<file path="src/design/gcns_ram.sv">
// ----------------------------------------------------------------------------
// gcns_ram
// Generic single write port, single read port RAM with registered read.
// ----------------------------------------------------------------------------
module gcns_ram #(
  parameter int WIDTH = 8,
  parameter int DEPTH = 16,
  localparam int AW   = (DEPTH > 1) ? $clog2(DEPTH) : 1
) (
  input  logic             clk,
  input  logic             we,
  input  logic [AW-1:0]    waddr,
  input  logic [WIDTH-1:0] wdata,
  input  logic [AW-1:0]    raddr,
  output logic [WIDTH-1:0] rdata
);

  logic [WIDTH-1:0] mem [DEPTH];

  always_ff @(posedge clk) begin
    if (we) begin
      mem[waddr] <= wdata;
    end
    rdata <= mem[raddr];
  end

endmodule

</file>
<file path="config.mk">
export PLATFORM = sky130hd
export DESIGN_NAME = gcns_ram
export DESIGN_NICKNAME = d
export VERILOG_FILES = /design/src/design/gcns_ram.sv
export SDC_FILE = /design/constraint.sdc
export NUM_CORES = 1
export LEC_CHECK = 0
export BUFFER_PORTS_ARGS = -buffer_cell sky130_fd_sc_hd__buf_2
export CELL_PAD_IN_SITES_DETAIL_PLACEMENT = 1
export CELL_PAD_IN_SITES_GLOBAL_PLACEMENT = 1
export CORE_MARGIN = 2
export CORE_UTILIZATION = 53
export CTS_CLUSTER_SIZE = 24
export DETAILED_ROUTE_END_ITERATION = 6
export PLACE_DENSITY = 0.85
export RECOVER_POWER = 50
export SYNTH_ARGS = -nofsm -noshare
export SYNTH_HDL_FRONTEND = slang
export SYNTH_SLANG_ARGS = --single-unit
</file>
<file path="constraint.sdc">
create_clock -name clk -period 2.3 [get_ports clk]
set_input_delay 0.46 -clock clk [delete_from_list [all_inputs] [get_ports clk]]
set_output_delay 0.46 -clock clk [all_outputs]
set_load 0.02 [all_outputs]
</file>
# Yosys cells after proc, flatten, opt, wreduce, memory -nomap -nowiden
# Memory sizes are Yosys's and may differ from the RTL's. A register that Yosys moved wholly into a read port is not among the register bits.
# Cells that the tools add are included.
# Widths: inputs -> output; s select.
[word_totals]
mem_bits_rw = 128
regBits = 0
n_memories = 1
elab_cells = 3
input_bits = 18
[classes]
n_mux = 2
[memory_table]
columns = ["name", "depth", "word_bits", "rd", "rd_ports_with_merged_regs", "wr", "line", "text"]
rows = [
  ["mem", 16, 8, 1, 1, 1, "18", "logic [WIDTH-1:0] mem [DEPTH];"],
]
[op_table]
columns = ["cell", "n"]
rows = [
  ["$mux 1", 2],
]

# Depth between registers and ports, before layout
# Gate-level depths: netlist of run 1.
[depth]
ltp_word = 2
mapped_depth = 5
ltp_nobuf = 3

# Worst setup path before layout of run 1
# No wires, ideal clock.
[synth_path]
path_type = "input port to flip-flop"
startpoint = "in waddr[2]"
endpoint = "mem mem[0][0], enable pin"
path_buffers = 0
t_arrival_ps = 1570
required_time_ps = 1917
stages = 2
slack_ps = 347
setup_time_ps = 383
path_cell_list = "or3b_2 -> nor3_1"
[synth_rtl]
columns = ["item", "line", "text"]
rows = [
  ["start, declared", "12", "input logic [AW-1:0] waddr,"],
  ["end, declared", "18", ""],
]
# Straight into the memory's write port.

==> results.ini, run 1 <==
[status]
status=finished clean

[power]
ir_drop_v=0.0004721
power.density_nw_per_um2=918.1
power.total_mw=5.595
total_leakage_power_nw=2.076

[sta]
holdWs_ps=449.7
max_freq_ghz=0.6374
drv_slew=0
hold_violations=0
finalCritPeriodShare=0.6821
rsz0062_at_grt=false
setup_viol=0
slew_headroom=0.4911
period_minus_slack_ps=1569
worst_pin_slew_ps=763.4
finClkSkew_ps=3.551
tns_ps=0
layout_setup_ws_ps=731.1

[synthesis]
synth_cell_types=19
synthCells=229
synth_area_um2=5147
yosysWarnings=0
yosysTopAreaCell=edfxtp_1
synth_nets=247
ys_top_cells_by_area=edfxtp_1 (75%), mux4_2 (7.9%), mux4_1 (7.1%)
avgSynthCellArea_um2=22.48
synth.ff_latch_count=136
yosysSeqAreaShare=0.7778
yosysTopAreaCellShare=0.7467

[route]
dr.pass1.iters=5
totalWireLength_um=11170
ant_nets=0
num_vias=2589
dr.first_iter.drc_count=264
via_per_inst=6.021
drc=0
routedWlPerCell_um=25.99

[clock_network]
clockBufferDepth=2
cts_htree_levels=4
cts_buffers=17
cts_tree=built
post_cts_buffers=0
clk_pin_slew_ps=60
cts_resized=0
clk_latency_ps=530
hold_buffers=0
root_buffer=clkbuf_8
clock_sinks=136

[global_route]
overflow=0
grt_usage=0.2417
grtUsageMet2=0.3736
met3_usage=0.06644
grt_pass1_vias=2773
grt_pass1_wl_um=16880
antenna_found_initial=0
top_usage_layer=met2
met1_usage=0.3225
grt_max_degree=23

[floorplanning]
rows=35
die_area_um2=10520
core_um2=9328
ios=26
die_w_um=102.6
die_y_um=102.6
initial_core_util=0.5518

[placed_design]
pre_cts_ws_ps=204.0
place_inst=398
gp_congestion=0.8217
io_buffer_count=25
hpwl_um=7198
dpl-instance-area_um2=5560

[min_path]
hp-class=in -> reg

[layout]
synthToLayoutAreaGrowth_pct=18.40
layout.cells.most_common=edfxtp_1
nFillCells=789
stdcell_count=430
finish.instance_area_um2=6095
nets=306
fin_util=0.6534
mostFrequentLayoutCells=edfxtp_1 (128), buf_4 (20), mux4_2 (18)
drive_above_1_share=0.2924
antenna_cells=0

[critical_path]
worstPathMaxFanout=11
crit_path_start_kind=input pin
cp.required_ps=2700
cp.arrival_ps=1970
path_class=in -> reg
end_kind=register

[run]
drv_cap=0

cell type report:
class	instances	area, um2	area share
Sequential cell	136	4004	0.6569
Clock inverter	11	97.59	0.01601
Clock buffer	21	459.2	0.07534
Timing Repair Buffer	50	315.3	0.05173
Multi-Input combinational cell	83	1057	0.1735
Tap cell	129	161.4	0.02648
path summary, 6_finish.rpt:
check | startpoint | to | slack [ps] | cells after the start
setup / recovery | raddr[0] | rdata[5]$_DFF_P_ | 730 | 5
hold / removal | waddr[3] | mem[2][4]$_DFFE_PP_ | 450 | 3
setup reg to reg | mem[1][0]$_DFFE_PP_ | rdata[0]$_DFF_P_ | 800 | 3
hold reg to reg | mem[15][7]$_DFFE_PP_ | rdata[7]$_DFF_P_ | 680 | 3
cells by family after synthesis:
logic type,Yosys count,share of synthesized area
DFF,136,0.7778
and+or+nand+nor,35,0.03184
muxes,32,0.1502
AOI/OAI and AO/OA,16,0.02334
buffers and inverters,10,0.01677
power by group:
part	internal, mW	total, mW	switching, mW
logic	0.113	0.283	0.170
registers	2.77	2.79	0.0162
clock network	1.52	2.52	1.01
total	4.40	5.60	1.19
routing by layer:
layer  wire (um)  vias to the layer above  share of wire
li1            -                     1095              -
met1        4612                     1364           0.41
met2        5690                      110           0.51
met3         612                       20          0.055
met4         258                        0          0.023
met5           0                        -              0
worst max-delay path, stage by stage:
cell     delay [ps]
buf_2           250
buf_4           300
mux4_1          590
a22oi_1         260
nand2_1         100
cells in the mapped netlist:
cell             count
buf_2                3
mux4_1              14
nand2_1              9
clkdlybuf4s25_2      3
nor3_1               4
buf_6                3
a22oi_1             16
nand3b_1             2
buf_4                1
and2b_1              1
nand3_1              1
mux4_2              18
nor2_1              13
and2_1               1
edfxtp_1           128
nor2b_1              1
nand2b_1             2
or3b_2               1
dfxtp_1              8
flip-flops by register name, summed over array words and instances (netlist names):
register  flops
rdata         8
mem         128
(Power assumes the default switching activity.)
==> inputs of run 2 (changes only) <==
clock period = 1.5 ns   (was 2.3 ns; I/O delays follow)
==> results.ini, run 2 (synthesized netlist as in run 1, its figures left out) <==
[clock_network]
clk_pin_slew_ps=60  ; about the same
cts_tree=built  ; unchanged
root_buffer=clkbuf_8  ; unchanged
cts_resized=0  ; unchanged
post_cts_buffers=0  ; unchanged
clk_latency_ps=530  ; about the same
cts_htree_levels=4  ; unchanged
clock_sinks=136  ; unchanged
cts_buffers=17  ; unchanged
hold_buffers=0  ; unchanged
clockBufferDepth=2  ; unchanged

[layout]
fin_util=0.6634  ; was 0.6534
synthToLayoutAreaGrowth_pct=20.22  ; was 18.40%
antenna_cells=0  ; unchanged
nets=312  ; was 306
layout.cells.most_common=edfxtp_1  ; unchanged
largest_reg_flops=128  ; unchanged
mostFrequentLayoutCells=edfxtp_1 (128), buf_4 (26), mux4_2 (18)  ; was edfxtp_1 (128), buf_4 (20), mux4_2 (18)
reg_top3=mem x128, rdata x8  ; unchanged
top_register=mem  ; unchanged
finish.instance_area_um2=6188  ; was 6095 um2
drive_above_1_share=0.3094  ; was 0.2924

[route]
dr.first_iter.drc_count=174  ; was 264
via_per_inst=5.963  ; was 6.021
ant_nets=0  ; unchanged
totalWireLength_um=11530  ; was 11170 um
routedWlPerCell_um=26.45  ; was 25.99 um
num_vias=2600  ; was 2589
drc=0  ; unchanged
dr.pass1.iters=5  ; unchanged

[power]
ir_drop_v=0.0008038  ; was 0.0004721 V
power.density_nw_per_um2=1445  ; was 918.1 nW/um2
total_leakage_power_nw=2.109  ; was 2.076 nW

[sta]
tns_ps=0  ; unchanged
holdWs_ps=304.7  ; was 449.7 ps
finalCritPeriodShare=0.9620
drv_slew=0  ; unchanged
max_freq_ghz=0.6930
worst_pin_slew_ps=733.7  ; was 763.4 ps
hold_violations=0  ; unchanged
layout_setup_ws_ps=57.07  ; was 731.1 ps
slew_headroom=0.5091  ; was 0.4911
rsz0062_at_grt=false  ; unchanged
finClkSkew_ps=6.655  ; was 3.551 ps
setup_viol=0  ; unchanged
period_minus_slack_ps=1443

[critical_path]
end_kind=register  ; unchanged
cp.required_ps=1900  ; was 2700 ps
path_class=reg -> reg  ; was in -> reg
cp.arrival_ps=1840  ; was 1970 ps
worstPathMaxFanout=1  ; was 11
crit_path_start_kind=register  ; was input pin

[global_route]
grt_usage=0.2484  ; was 0.2417
grt_pass1_wl_um=17550  ; was 16880 um
grt_pass1_vias=2795  ; was 2773
grt_max_degree=24  ; was 23
overflow=0  ; unchanged
antenna_found_initial=0  ; unchanged

[run]
drv_cap=0  ; unchanged

[floorplanning]
core_um2=9328  ; unchanged
die_y_um=102.6  ; unchanged
initial_core_util=0.5518  ; unchanged
ios=26  ; unchanged
rows=35  ; unchanged
die_area_um2=10520  ; unchanged
die_w_um=102.6  ; unchanged

[status]
status=finished clean  ; unchanged

[placed_design]
io_buffer_count=25  ; unchanged
gp_congestion=0.7470  ; was 0.8217
hpwl_um=7179  ; was 7198 um
pre_cts_ws_ps=-213.3  ; was 204.0 ps
dpl-instance-area_um2=5610  ; was 5560 um2

[min_path]
hp-class=in -> reg  ; unchanged

run 2: worst max-delay path: stages, from the launching register on:
cell,delay [ps]
edfxtp_1,370
mux4_1,500
a22oi_1,310
nand2_1,120
run 2: path summary, 6_finish.rpt:
| path | to | cells after the start | startpoint | slack [ps] |
|---|---|---|---|---|
| worst max-delay path | rdata[1]$_DFF_P_ | 3 | mem[8][1]$_DFFE_PP_ | 60 |
| worst min-delay path | mem[14][5]$_DFFE_PP_ | 1 | wdata[5] | 300 |
| worst max register to register | rdata[1]$_DFF_P_ | 3 | mem[8][1]$_DFFE_PP_ | 60 |
| worst min register to register | rdata[7]$_DFF_P_ | 3 | mem[12][7]$_DFFE_PP_ | 690 |
run 2: routing by layer:
layer	routed length [um]	vias to the layer above	global-route usage
li1	-	1107	-
met1	4809	1373	0.3377
met2	5815	98	0.3962
met3	652	22	0.05559
met4	255	0	0.1015
met5	0	-	0
run 2: final cells by class:
| cell class | instances | area [um2] |
|---|---|---|
| clock buffers | 19 | 431.7 |
| clock inverters | 13 | 168.9 |
| fillers | 766 | 3139 |
| multi-input cells | 83 | 1062 |
| flip-flops and latches | 136 | 4004 |
| well taps | 129 | 161.4 |
| repair buffers | 56 | 360.3 |
run 2: where the power goes:
part,switching [mW],total (mW),internal [mW],leakage [nW]
Combinational,0.263,0.446,0.183,0.603
Sequential,0.0325,4.28,4.25,1.22
Clock,1.62,4.21,2.60,0.282
run 2: stage by stage:
stage | cells | power, mW
2_1_floorplan | 229 | 4.593
3_3_place_gp | 404 | 4.773
3_5_place_dp | 404 | 4.807
4_1_cts | 436 | 9.011
5_1_grt | 436 | 9.223
6_report | 436 | 8.940
