### config.mk
export PLATFORM = sky130hd
export DESIGN_NAME = gcns_mul
export DESIGN_NICKNAME = d
export VERILOG_FILES = /design/src/design/gcns_pkg.sv /design/src/design/gcns_mul.sv
export SDC_FILE = /design/constraint.sdc
export NUM_CORES = 1
export LEC_CHECK = 0
export BUFFER_PORTS_ARGS = -buffer_cell sky130_fd_sc_hd__clkbuf_2
export CORE_MARGIN = 4
export CORE_UTILIZATION = 29
export DETAILED_ROUTE_END_ITERATION = 7
export PLACE_DENSITY = 0.52
export SYNTH_ARGS = -nofsm -noshare
export SYNTH_HDL_FRONTEND = slang
export SYNTH_SLANG_ARGS = --single-unit
### constraint.sdc
create_clock -name clk -period 6.7 [get_ports clk]
set_clock_uncertainty 0.2 [all_clocks]
set_input_delay 0.335 -clock clk [delete_from_list [all_inputs] [get_ports clk]]
set_output_delay 0.335 -clock clk [all_outputs]
set_load 0.01 [all_outputs]
### src/design/gcns_pkg.sv
// ----------------------------------------------------------------------------
// gcns_pkg
// Shared widths, codes and helper functions of the grid cell
// neighbor search block.
// ----------------------------------------------------------------------------
package gcns_pkg;

  localparam int POS_W     = 32;
  localparam int INV_W     = 31;
  localparam int DIM_W     = 13;
  localparam int COORD_W   = 12;
  localparam int EXT_W     = 25;
  localparam int NBR_W     = 10;
  localparam int ACT_W     = 2;
  localparam int CFG_AW    = 5;
  localparam int CFG_DW    = 32;
  localparam int DIM_LIMIT = 4096;

  // Shared multiplier operand and product widths.
  localparam int MUL_A_W = 17;
  localparam int MUL_B_W = 31;
  localparam int MUL_P_W = 48;

  localparam int DEF_MAX_POINTS     = 1024;
  localparam int DEF_MAX_CELLS      = 4096;
  localparam int DEF_MAX_CANDIDATES = 64;

  localparam logic [ACT_W-1:0] ACT_LOAD  = 2'd0;
  localparam logic [ACT_W-1:0] ACT_QUERY = 2'd1;
  localparam logic [ACT_W-1:0] ACT_CLEAR = 2'd2;

  localparam logic [2:0] REG_MIN_X  = 3'd0;
  localparam logic [2:0] REG_MIN_Y  = 3'd1;
  localparam logic [2:0] REG_MIN_Z  = 3'd2;
  localparam logic [2:0] REG_INV    = 3'd3;
  localparam logic [2:0] REG_CELLS_X = 3'd4;
  localparam logic [2:0] REG_CELLS_Y = 3'd5;
  localparam logic [2:0] REG_CELLS_Z = 3'd6;
  localparam logic [2:0] REG_EXTENT = 3'd7;

  // A cell count of zero acts as one, and one above the limit as the limit.
  function automatic logic [DIM_W-1:0] eff_dim(input logic [DIM_W-1:0] v);
    logic [DIM_W-1:0] r;
    if (v == '0) begin
      r = DIM_W'(1);
    end else if (v > DIM_W'(DIM_LIMIT)) begin
      r = DIM_W'(DIM_LIMIT);
    end else begin
      r = v;
    end
    return r;
  endfunction

  function automatic logic [COORD_W-1:0] clamp_coord(input logic [POS_W-1:0] v,
                                                     input logic [DIM_W-1:0] d);
    logic [COORD_W-1:0] r;
    if (v >= POS_W'(d)) begin
      r = COORD_W'(d - DIM_W'(1));
    end else begin
      r = v[COORD_W-1:0];
    end
    return r;
  endfunction

endpackage

### src/design/gcns_mul.sv
// ----------------------------------------------------------------------------
// gcns_mul
// Shared unsigned multiplier with a registered product. It serves the
// position scaling, in two partial products, and the cell hash terms.
// ----------------------------------------------------------------------------
module gcns_mul (
  input  logic                           clk,
  input  logic [gcns_pkg::MUL_A_W-1:0]   a,
  input  logic [gcns_pkg::MUL_B_W-1:0]   b,
  output logic [gcns_pkg::MUL_P_W-1:0]   p
);

  always_ff @(posedge clk) begin
    p <= gcns_pkg::MUL_P_W'(a) * gcns_pkg::MUL_P_W'(b);
  end

endmodule

# After elaboration in Yosys (flattened, before gate mapping)

Cells that the tools add are included.

Logic and storage cells: 2
Register bits: 48

Multipliers: 1

Operators with widths:

| cell           | number |
|---|---|
| $mul 17x31->48 | 1 |

# Logic depth before layout (Yosys ltp)

Gate-level depths: netlist (run 1).

Depth after elaboration: 1
Gate-level depth with buffers: 24
Mapped depth without buffers: 22

# Least setup slack after synthesis (run 1)

OpenSTA, ideal clock, no wires.

Path type: input to register
Start point: in b[28] in the netlist's numbering
End point: reg p[44] in the netlist's numbering
Cell stages on the path: 24
Path slack: 0.596 ns
Arrival time: 5.811 ns
Library setup time: 0.093 ns
Required time: 6.407 ns
Path through: clkbuf_1 -> clkbuf_1 -> nand2_1 -> fa_1 -> inv_1 -> fa_1 -> inv_1 -> fa_1 -> inv_1 -> fa_1 -> fa_1 -> inv_1 -> fa_1 -> inv_1 -> ha_1 -> clkbuf_1 -> a21o_1 -> nand2_1 -> nand2_1 -> a21oi_1 -> nor2b_1 -> a311o_1 -> a2111o_1 -> o311ai_2

Word-level cells in the longest chain between the ends: 1

RTL lines:

| what                   | line           | source |
|---|---|---|
| start: declaration     | gcns_mul.sv:9  | `input logic [gcns_pkg::MUL_B_W-1:0] b,` |
| $mul 17x31->48         | gcns_mul.sv:14 | `p <= gcns_pkg::MUL_P_W'(a) * gcns_pkg::MUL_P_W'(b);` |
| end signal: assignment | gcns_mul.sv:14 |  |
| end: declaration       | gcns_mul.sv:10 | `output logic [gcns_pkg::MUL_P_W-1:0] p` |

No other way between the ends.

# Worst setup path in the final report (run 1)

Start point: in a[6] in the netlist's numbering
End point: reg p[44] in the netlist's numbering

Word-level cells in the longest chain between the ends: 1

RTL lines:

| what               | line           | source |
|---|---|---|
| start: declaration | gcns_mul.sv:8  | `input logic [gcns_pkg::MUL_A_W-1:0] a,` |
| $mul 17x31->48     | gcns_mul.sv:14 |  |

No other way between the ends.

==> run summary, run 1 <==
cells along the critical path: clkbuf_2 -> and2_1 -> fa_1 -> inv_1 -> fa_1 -> fa_1 -> fa_1 -> inv_1 -> fa_1 -> inv_1 -> fa_1 -> inv_1 -> ha_1 -> nand3_2 -> buf_4 -> nor3_1 -> o21ai_1 -> a31oi_4 -> buf_12 -> a21boi_2 -> a311o_1 -> a2111o_1 -> o311ai_2
Max Cap Viol: 0
final worst slack: 0.2733 ns
CP max-delay cell: fa_1
Post-CTS Hold Buffers: 0
startpoint types: primary input
routed wire length: 49,650 µm
Compound-Gate Fraction of Synth Area: 5.474%
max reg flops: 48
CP max stage delay: 0.55 ns
number of remaining DRC errors: 0
routability cong.: 0.8510
final hold violations: 0
pin count of the biggest net entering global routing: 23
post-synthesis cell count: 2,039
root buffer cell: clkbuf_16
Synth Area in Simple Gates: 17.26%
Worst-path clk slew: 0.08 ns
drt initial violations: 533
Vias/cell: 4.546
Yosys warnings: 0
top post-synthesis cells by area: fa_1, inv_1, ha_1, nand2_1, and2_1
final core occ: 33.03%
met1 Usage GRT: 20.10%
hpwl dp: 43,180 µm
Period minus WS final: 6.427 ns
# port buffers: 96
layout cells sized above 1: 11.00%
critical path data required time: 6.74 ns
Post-Synthesis Cell Area: 0.01790 mm²
setup TNS: 0 ns
Die Span Y: 256.4 µm
sequential fraction of the synthesis area: 5.370%
Hold Crit Class: in -> reg
register with the highest flop count: p
period utilization: 95.92%
row count: 90
count leader, synth: inv_1
overall die area: 0.06575 mm²
GRT Max-Usage Layer: met2
Most used DFF post-synth: dfxtp_1
Synth async-reset ratio: 0%
clock sink count: 48
final net count: 2,759
Max Buffers Root-to-Sink: 2
Final Setup Violations: 0
worst-path fanout max: 17
Synth Area in XOR/XNOR: 1.958%
#FFs+latches synth: 48
global-route wire length before repair: 83,150 µm
GRT Total Usage: 15.84%
GR Util met2: 27.59%
Slew HR: 63.05%
Synth area leader: fa_1
unrepaired setup endpoints after global routing: false
Slew Limit Fails: 0
syn_nets: 2,644
I/O pins: 97
GR Util met3: 3.128%
CTS tree: yes
vias in the first global route: 15,420
post-synthesis cell type count: 59
Top Registers: p (48)
Post-Place Setup Slack: -0.2316 ns
Die Wd: 256.4 µm
Synth Area per Inst: 8.777 µm²
main combinational cell family by area after synthesis: adder cells
Worst EP arrival: 6.46 ns
Fmax: 155.6 MHz
Routed Antenna Nets: 0
Adder-Cell Fraction of Synth Area: 57.08%
fraction of synthesized area in multiplexers: 0.06292%
total number of vias: 13,370
top-area cell type share of the netlist area: 48.55%
crit path kind: in -> reg
grt ovf: 0
synth-to-layout area growth: 12.01%
first drt pass iteration count: 5
CTS buffer count: 5
Top cell by count, worst path: fa_1
Slew @ Worst Pin: 0.5542 ns
Crit. End Element: flop
outcome: completed
starting density of the core: 29.48%
routed len/inst: 16.89 µm
Min Hold Slack: 0.3359 ns
initial antenna violation count: 2
Synth top cells by count: inv_1, fa_1, nand2_1, and2_1, ha_1
H-Tree Depth: 2
CORE AREA: 0.06070 mm²
EDFF count, synth: 0
-- per-layer routing --
metal	vias to the layer above	share of wire, %
met5	-	0
met4	0	2.6
met3	72	5.7
met2	326	49
met1	6838	43
li1	6130	-
-- cells by family after synthesis --
family                   after synthesis
AO/OA/AOI/OAI                        140
XOR/XNOR                              40
adder cells (fa/ha/maj)              556
buffers and inverters                607
flip-flops                            48
multiplexers                           1
AND/OR/NAND/NOR                      647
-- through the flow --
stage	instance area, µm²	cells
2_1_floorplan	17900	2039
6_report	20050	2940
3_5_place_dp	19860	2928
4_1_cts	20030	2936
5_1_grt	20040	2939
3_3_place_gp	19860	2928
-- critical path, delay by kind of cell --
kind                     cells  cell delay (ns)
adder cells (fa/ha/maj)      7             3.31
AND/OR/NAND/NOR              3             0.58
buffers and inverters        7             0.81
AO/OA/AOI/OAI                6             1.37
-- cell usage in the layout, fill, tap and decap left out, drive strengths merged, types with 25 or more instances in the layout --
master,netlist,final
fa,434,434
dfxtp,48,48
a21o,25,25
buf,6,112
and2,203,203
a21oi,48,48
xnor2,28,28
clkbuf,94,102
o21ai,26,26
ha,122,122
inv,507,507
nand2,363,363
-- timing repair --
action / 4_1_cts / 5_1_grt
gates resized for setup: 0 / 1
setup buffers: 0 / 1
endpoints found under the hold margin: 0 / 0
setup endpoints to repair: 0 / 5
-- final cells by class --
class | count | area [µm²]
inverters | 507 | 1903
clock buffers | 6 | 128.9
multi-input cells | 1384 | 14650
diodes | 3 | 7.507
well taps | 782 | 978.4
flip-flops and latches | 48 | 960.9
fillers | 6339 | 40650
repair buffers | 208 | 1384
clock inverters | 2 | 35.03
-- worst paths after layout --
kind	startpoint	endpoint	slack, ns	cells after the start
hold / removal	b[0]	p[1]	0.34	3
setup / recovery	a[6]	p[44]	0.27	23
Power of run 1 is left out: the tool's default activity adds up to more than one toggle a clock period on the data nets, which glitch-free logic cannot reach.
==> run 2: changes to the inputs <==
--- a/config.mk
+++ b/config.mk
@@ -9,7 +9,6 @@
 export CORE_MARGIN = 4
 export CORE_UTILIZATION = 29
 export DETAILED_ROUTE_END_ITERATION = 7
-export PLACE_DENSITY = 0.52
 export SYNTH_ARGS = -nofsm -noshare
 export SYNTH_HDL_FRONTEND = slang
 export SYNTH_SLANG_ARGS = --single-unit
==> run summary, run 2 (synthesis gave the netlist of run 1 again) <==
outcome: completed
register with the highest flop count: p
initial antenna violation count: 2 (unchanged)
H-Tree Depth: 2 (unchanged)
ant diodes: 0 (-3)
clock sink count: 48 (unchanged)
unrepaired setup endpoints after global routing: false
critical path data required time: 6.70 ns (-0.04 ns)
Slew Limit Fails: 0 (unchanged)
Worst-path clk slew: 0.08 ns (about the same)
row count: 90 (unchanged)
pin count of the biggest net entering global routing: 32 (+39%)
final net count: 2,730 (-1.1%)
routability cong.: 0.9080 (+6.7%)
period utilization: 96.00% (about the same)
Final Setup Violations: 0 (unchanged)
routed len/inst: 16.62 µm (-1.6%)
Hold Path Origin: b[0]
cells along the critical path: clkbuf_2 -> buf_4 -> nand2_1 -> fa_1 -> inv_1 -> fa_1 -> inv_1 -> fa_1 -> inv_1 -> fa_1 -> fa_1 -> inv_1 -> fa_1 -> inv_1 -> ha_1 -> inv_1 -> o21bai_2 -> o21bai_1 -> o31ai_1 -> buf_4 -> nor3_1 -> buf_4 -> nor3_1 -> xnor2_1
setup TNS: 0 ns (unchanged)
Fmax: 155.5 MHz (about the same)
final hold violations: 0 (unchanged)
Buf/Inv on CP: 10 (+3)
worst hold endpoint: p[0]
number of remaining DRC errors: 0 (unchanged)
Max Buffers Root-to-Sink: 2 (unchanged)
max reg flops: 48 (unchanged)
I/O pins: 97 (unchanged)
vias in the first global route: 15,390 (-0.21%)
overall die area: 0.06575 mm² (unchanged)
routed wire length: 48,330 µm (-2.7%)
CORE AREA: 0.06070 mm² (unchanged)
Slew HR: 57.27% (-5.8 points)
worst-path fanout max: 19 (+2)
Die Span Y: 256.4 µm (unchanged)
layout cells sized above 1: 9.690% (-1.3 points)
hpwl dp: 42,050 µm (-2.6%)
commonest non-fill, non-tap cell in the layout: inv_1
final core occ: 32.60% (-0.42 points)
crit path kind: in -> reg
global-route wire length before repair: 81,910 µm (-1.5%)
CP max-delay cell: fa_1
Slew @ Worst Pin: 0.6409 ns (+0.08671 ns)
root buffer cell: clkbuf_16
Die Wd: 256.4 µm (unchanged)
Crit. End Element: flop
Period minus WS final: 6.432 ns (+0.005005 ns)
grt ovf: 0 (unchanged)
Top Registers: p (48)
CP top delay family: adder cells
total number of vias: 13,390 (+0.18%)
drt initial violations: 647 (+21%)
GRT Total Usage: 15.42% (-0.42 points)
Max Cap Viol: 0 (unchanged)
first drt pass iteration count: 5 (unchanged)
Hold Crit Class: in -> reg
worst setup path startpoint: a[4]
CTS tree: yes
synth-to-layout area growth: 10.58%
Worst EP arrival: 6.43 ns (-0.03 ns)
Post-CTS Hold Buffers: 0 (unchanged)
Routed Antenna Nets: 0 (unchanged)
commonest non-fill, non-tap cells in the layout: inv_1, fa_1, nand2_1, and2_1, ha_1
startpoint types: primary input
starting density of the core: 29.48% (unchanged)
CTS buffer count: 5 (unchanged)
# port buffers: 96 (unchanged)
worst hold path cell count: 3 (unchanged)
# Post-CTS Setup Buffers: 0 (unchanged)
Vias/cell: 4.605 (+1.3%)
CP max stage delay: 0.55 ns (about the same)
-- run 2: cell count changes in the layout (fill, tap and decap cells not counted), sizes merged --
cell / previous run / this run
clkbuf: 102 / 103
bufinv: 1 / 0
diode: 3 / 0
buf: 112 / 84
clkinv: 1 / 0
-- run 2: what timing repair did --
item                                   4_1_cts  5_1_grt
resized for setup                            0        3
endpoints found under the hold margin        0        0
setup endpoints to repair                    0        2
-- run 2: worst max path at each step --
stage / to / slack, ns / cells after the start
2_1_floorplan: p[44] / 0.60 / 24
3_3_place_gp: p[43] / 0.01 / 22
3_5_place_dp: p[47] / -0.08 / 21
4_1_cts: p[47] / 0.23 / 21
5_1_grt: p[44] / 0.001 / 21
6_report: p[43] / 0.27 / 24
-- run 2: final cells by class --
cell class / instances / area [µm²]
fillers: 6291 / 40910
multi-input cells: 1384 / 14640
inverters: 507 / 1903
repair buffers: 179 / 1156
well taps: 782 / 978.4
flip-flops and latches: 48 / 960.9
clock buffers: 8 / 146.4
-- run 2: layer usage --
| layer | track usage, % | part of all wire [%] |
|---|---|---|
| met1 | 19.19 | 42 |
| met2 | 27.77 | 50 |
| met3 | 2.812 | 5.1 |
| met4 | 3.713 | 2.5 |
| met5 | 0 | 0.041 |
-- run 2: metrics by stage --
| stage | std cells | hold WS, ns | area (µm²) | worst slack, ns |
|---|---|---|---|---|
| 2_1_floorplan | 2039 | 0.2567 | 17900 | 0.5960 |
| 3_3_place_gp | 2900 | 0.5262 | 19640 | 0.01039 |
| 3_5_place_dp | 2900 | 0.5218 | 19640 | -0.08053 |
| 4_1_cts | 2908 | 0.3493 | 19790 | 0.2328 |
| 5_1_grt | 2908 | 0.3802 | 19790 | 0.001084 |
| 6_report | 2908 | 0.3646 | 19790 | 0.2683 |
-- run 2: tightest hold or removal path: cells and delay by family --
family	cells	cell delay, ns
buffers and inverters	2	0.38
AND/OR/NAND/NOR	1	0.14
Power of run 2 is left out for the same reason.
==> run 3: changes to the inputs <==
==> constraint.sdc (replaced) <==
create_clock -name clk -period 8.02 [get_ports clk]
set_clock_uncertainty 0.2 [all_clocks]
set_input_delay 0.401 -clock clk [delete_from_list [all_inputs] [get_ports clk]]
set_output_delay 0.401 -clock clk [all_outputs]
set_load 0.01 [all_outputs]
==> run summary, run 3 (synthesis gave the netlist of run 1 again) <==
CP Depth: 20 (-17%)
clock sink count: 48 (unchanged)
startpoint types: primary input
CTS tree: yes
outcome: completed
Top Registers: p (48)
Slew HR: 34.25% (-23 points)
total number of vias: 13,390 (+0.022%)
routed len/inst: 17.40 µm (+4.7%)
root buffer cell: clkbuf_16
DR top layer: met5
hpwl dp: 39,670 µm (-5.7%)
cells along the critical path: clkbuf_2 -> nand2_1 -> fa_1 -> fa_1 -> fa_1 -> inv_1 -> fa_1 -> fa_1 -> inv_1 -> fa_1 -> inv_1 -> ha_1 -> a21o_1 -> a21o_1 -> a21oi_1 -> a21oi_1 -> o31ai_1 -> nor3_1 -> or4b_1 -> nand3_1
number of remaining DRC errors: 0 (unchanged)
Final Setup Violations: 0 (unchanged)
commonest non-fill, non-tap cell in the layout: inv_1
Vias/cell: 4.722 (+2.6%)
unrepaired setup endpoints after global routing: false
CORE AREA: 0.06070 mm² (unchanged)
# port buffers: 96 (unchanged)
first drt pass iteration count: 5 (unchanged)
Post-Layout Cell Count: 2,836 (-2.5%)
Max Buffers Root-to-Sink: 2 (unchanged)
final worst slack: 0.6017 ns (+0.3334 ns)
Routed Antenna Nets: 0 (unchanged)
crit path kind: in -> reg
I/O pins: 97 (unchanged)
row count: 90 (unchanged)
Slew @ Worst Pin: 0.9862 ns (+0.3453 ns)
routability cong.: 0.8620 (-5.1%)
worst-path fanout max: 31 (+12)
max reg flops: 48 (unchanged)
Slew Limit Fails: 0 (unchanged)
Die Span Y: 256.4 µm (unchanged)
H-Tree Depth: 2 (unchanged)
period utilization: 92.50%
setup TNS: 0 ns (unchanged)
CP top delay family: adder cells
post-cts sizing count: 0 (unchanged)
Post-Place Setup Slack: 0.4191 ns (+0.4996 ns)
Fmax: 134.8 MHz
final hold violations: 0 (unchanged)
routed length on met1: 19,950 µm (-1.7%)
commonest non-fill, non-tap cells in the layout: inv_1, fa_1, nand2_1, and2_1, ha_1
final net count: 2,656 (-2.7%)
register with the highest flop count: p
Post-CTS Hold Buffers: 0 (unchanged)
CP max stage delay: 0.68 ns (+0.13 ns)
wire length on met2: 25,070 µm (+3.1%)
met3 wire length: 2962 µm (+21%)
starting density of the core: 29.48% (unchanged)
Buf/Inv on CP: 4 (-6)
CTS buffer count: 5 (unchanged)
global-route wire length before repair: 82,720 µm (+1.0%)
Crit. End Element: flop
routed wire length: 49,350 µm (+2.1%)
Max Cap Viol: 0 (unchanged)
Top cell by count, worst path: fa_1
GRT Total Usage: 15.68% (+0.26 points)
Worst-path clk slew: 0.08 ns (about the same)
Period minus WS final: 7.418 ns
vias in the first global route: 15,410 (+0.11%)
drt initial violations: 705 (+9.0%)
worst hold path cell count: 2 (-1)
CP max-delay cell: clkbuf_2
Placed Instances: 2,826 (-2.6%)
layout cells sized above 1: 6.530% (-3.2 points)
Hold Crit Class: in -> reg
grt ovf: 0 (unchanged)
# Post-CTS Setup Buffers: 0 (unchanged)
overall die area: 0.06575 mm² (unchanged)
synth-to-layout area growth: 7.222%
pin count of the biggest net entering global routing: 32 (unchanged)
Die Wd: 256.4 µm (unchanged)
initial antenna violation count: 4 (+2)
Worst EP arrival: 7.49 ns (+1.06 ns)
critical path data required time: 8.09 ns (+1.39 ns)
-- run 3: final timing paths --
kind  start     to  slack (ns)
max    a[3]  p[47]        0.60
min    b[0]   p[0]        0.41
-- run 3: final cells by class --
class / count / area [µm²]
Antenna cell: 2 / 5.005
Clock buffer: 6 / 138.9
Clock inverter: 2 / 10.01
Fill cell: 6321 / 41510
Inverter: 507 / 1903
Multi-Input combinational cell: 1384 / 14640
Sequential cell: 48 / 960.9
Tap cell: 782 / 978.4
Timing Repair Buffer: 105 / 548.0
-- run 3: stage by stage --
step | util, % | area [µm²] | hold slack, ns
after global placement | 31.36 | 19030 | 0.5967
after detailed placement | 31.36 | 19030 | 0.5927
after global routing | 31.61 | 19190 | 0.4358
final | 31.61 | 19190 | 0.4060
after CTS | 31.61 | 19180 | 0.3980
after floorplan | - | 17900 | 0.3227
-- run 3: metal layers --
| metal | vias to the layer above | global-route usage, % |
|---|---|---|
| met3 | 91 | 2.743 |
| met4 | 4 | 4.319 |
| met5 | - | 0 |
| li1 | 5933 | - |
| met2 | 395 | 28.22 |
| met1 | 6970 | 19.39 |
Power of run 3 is left out for the same reason.
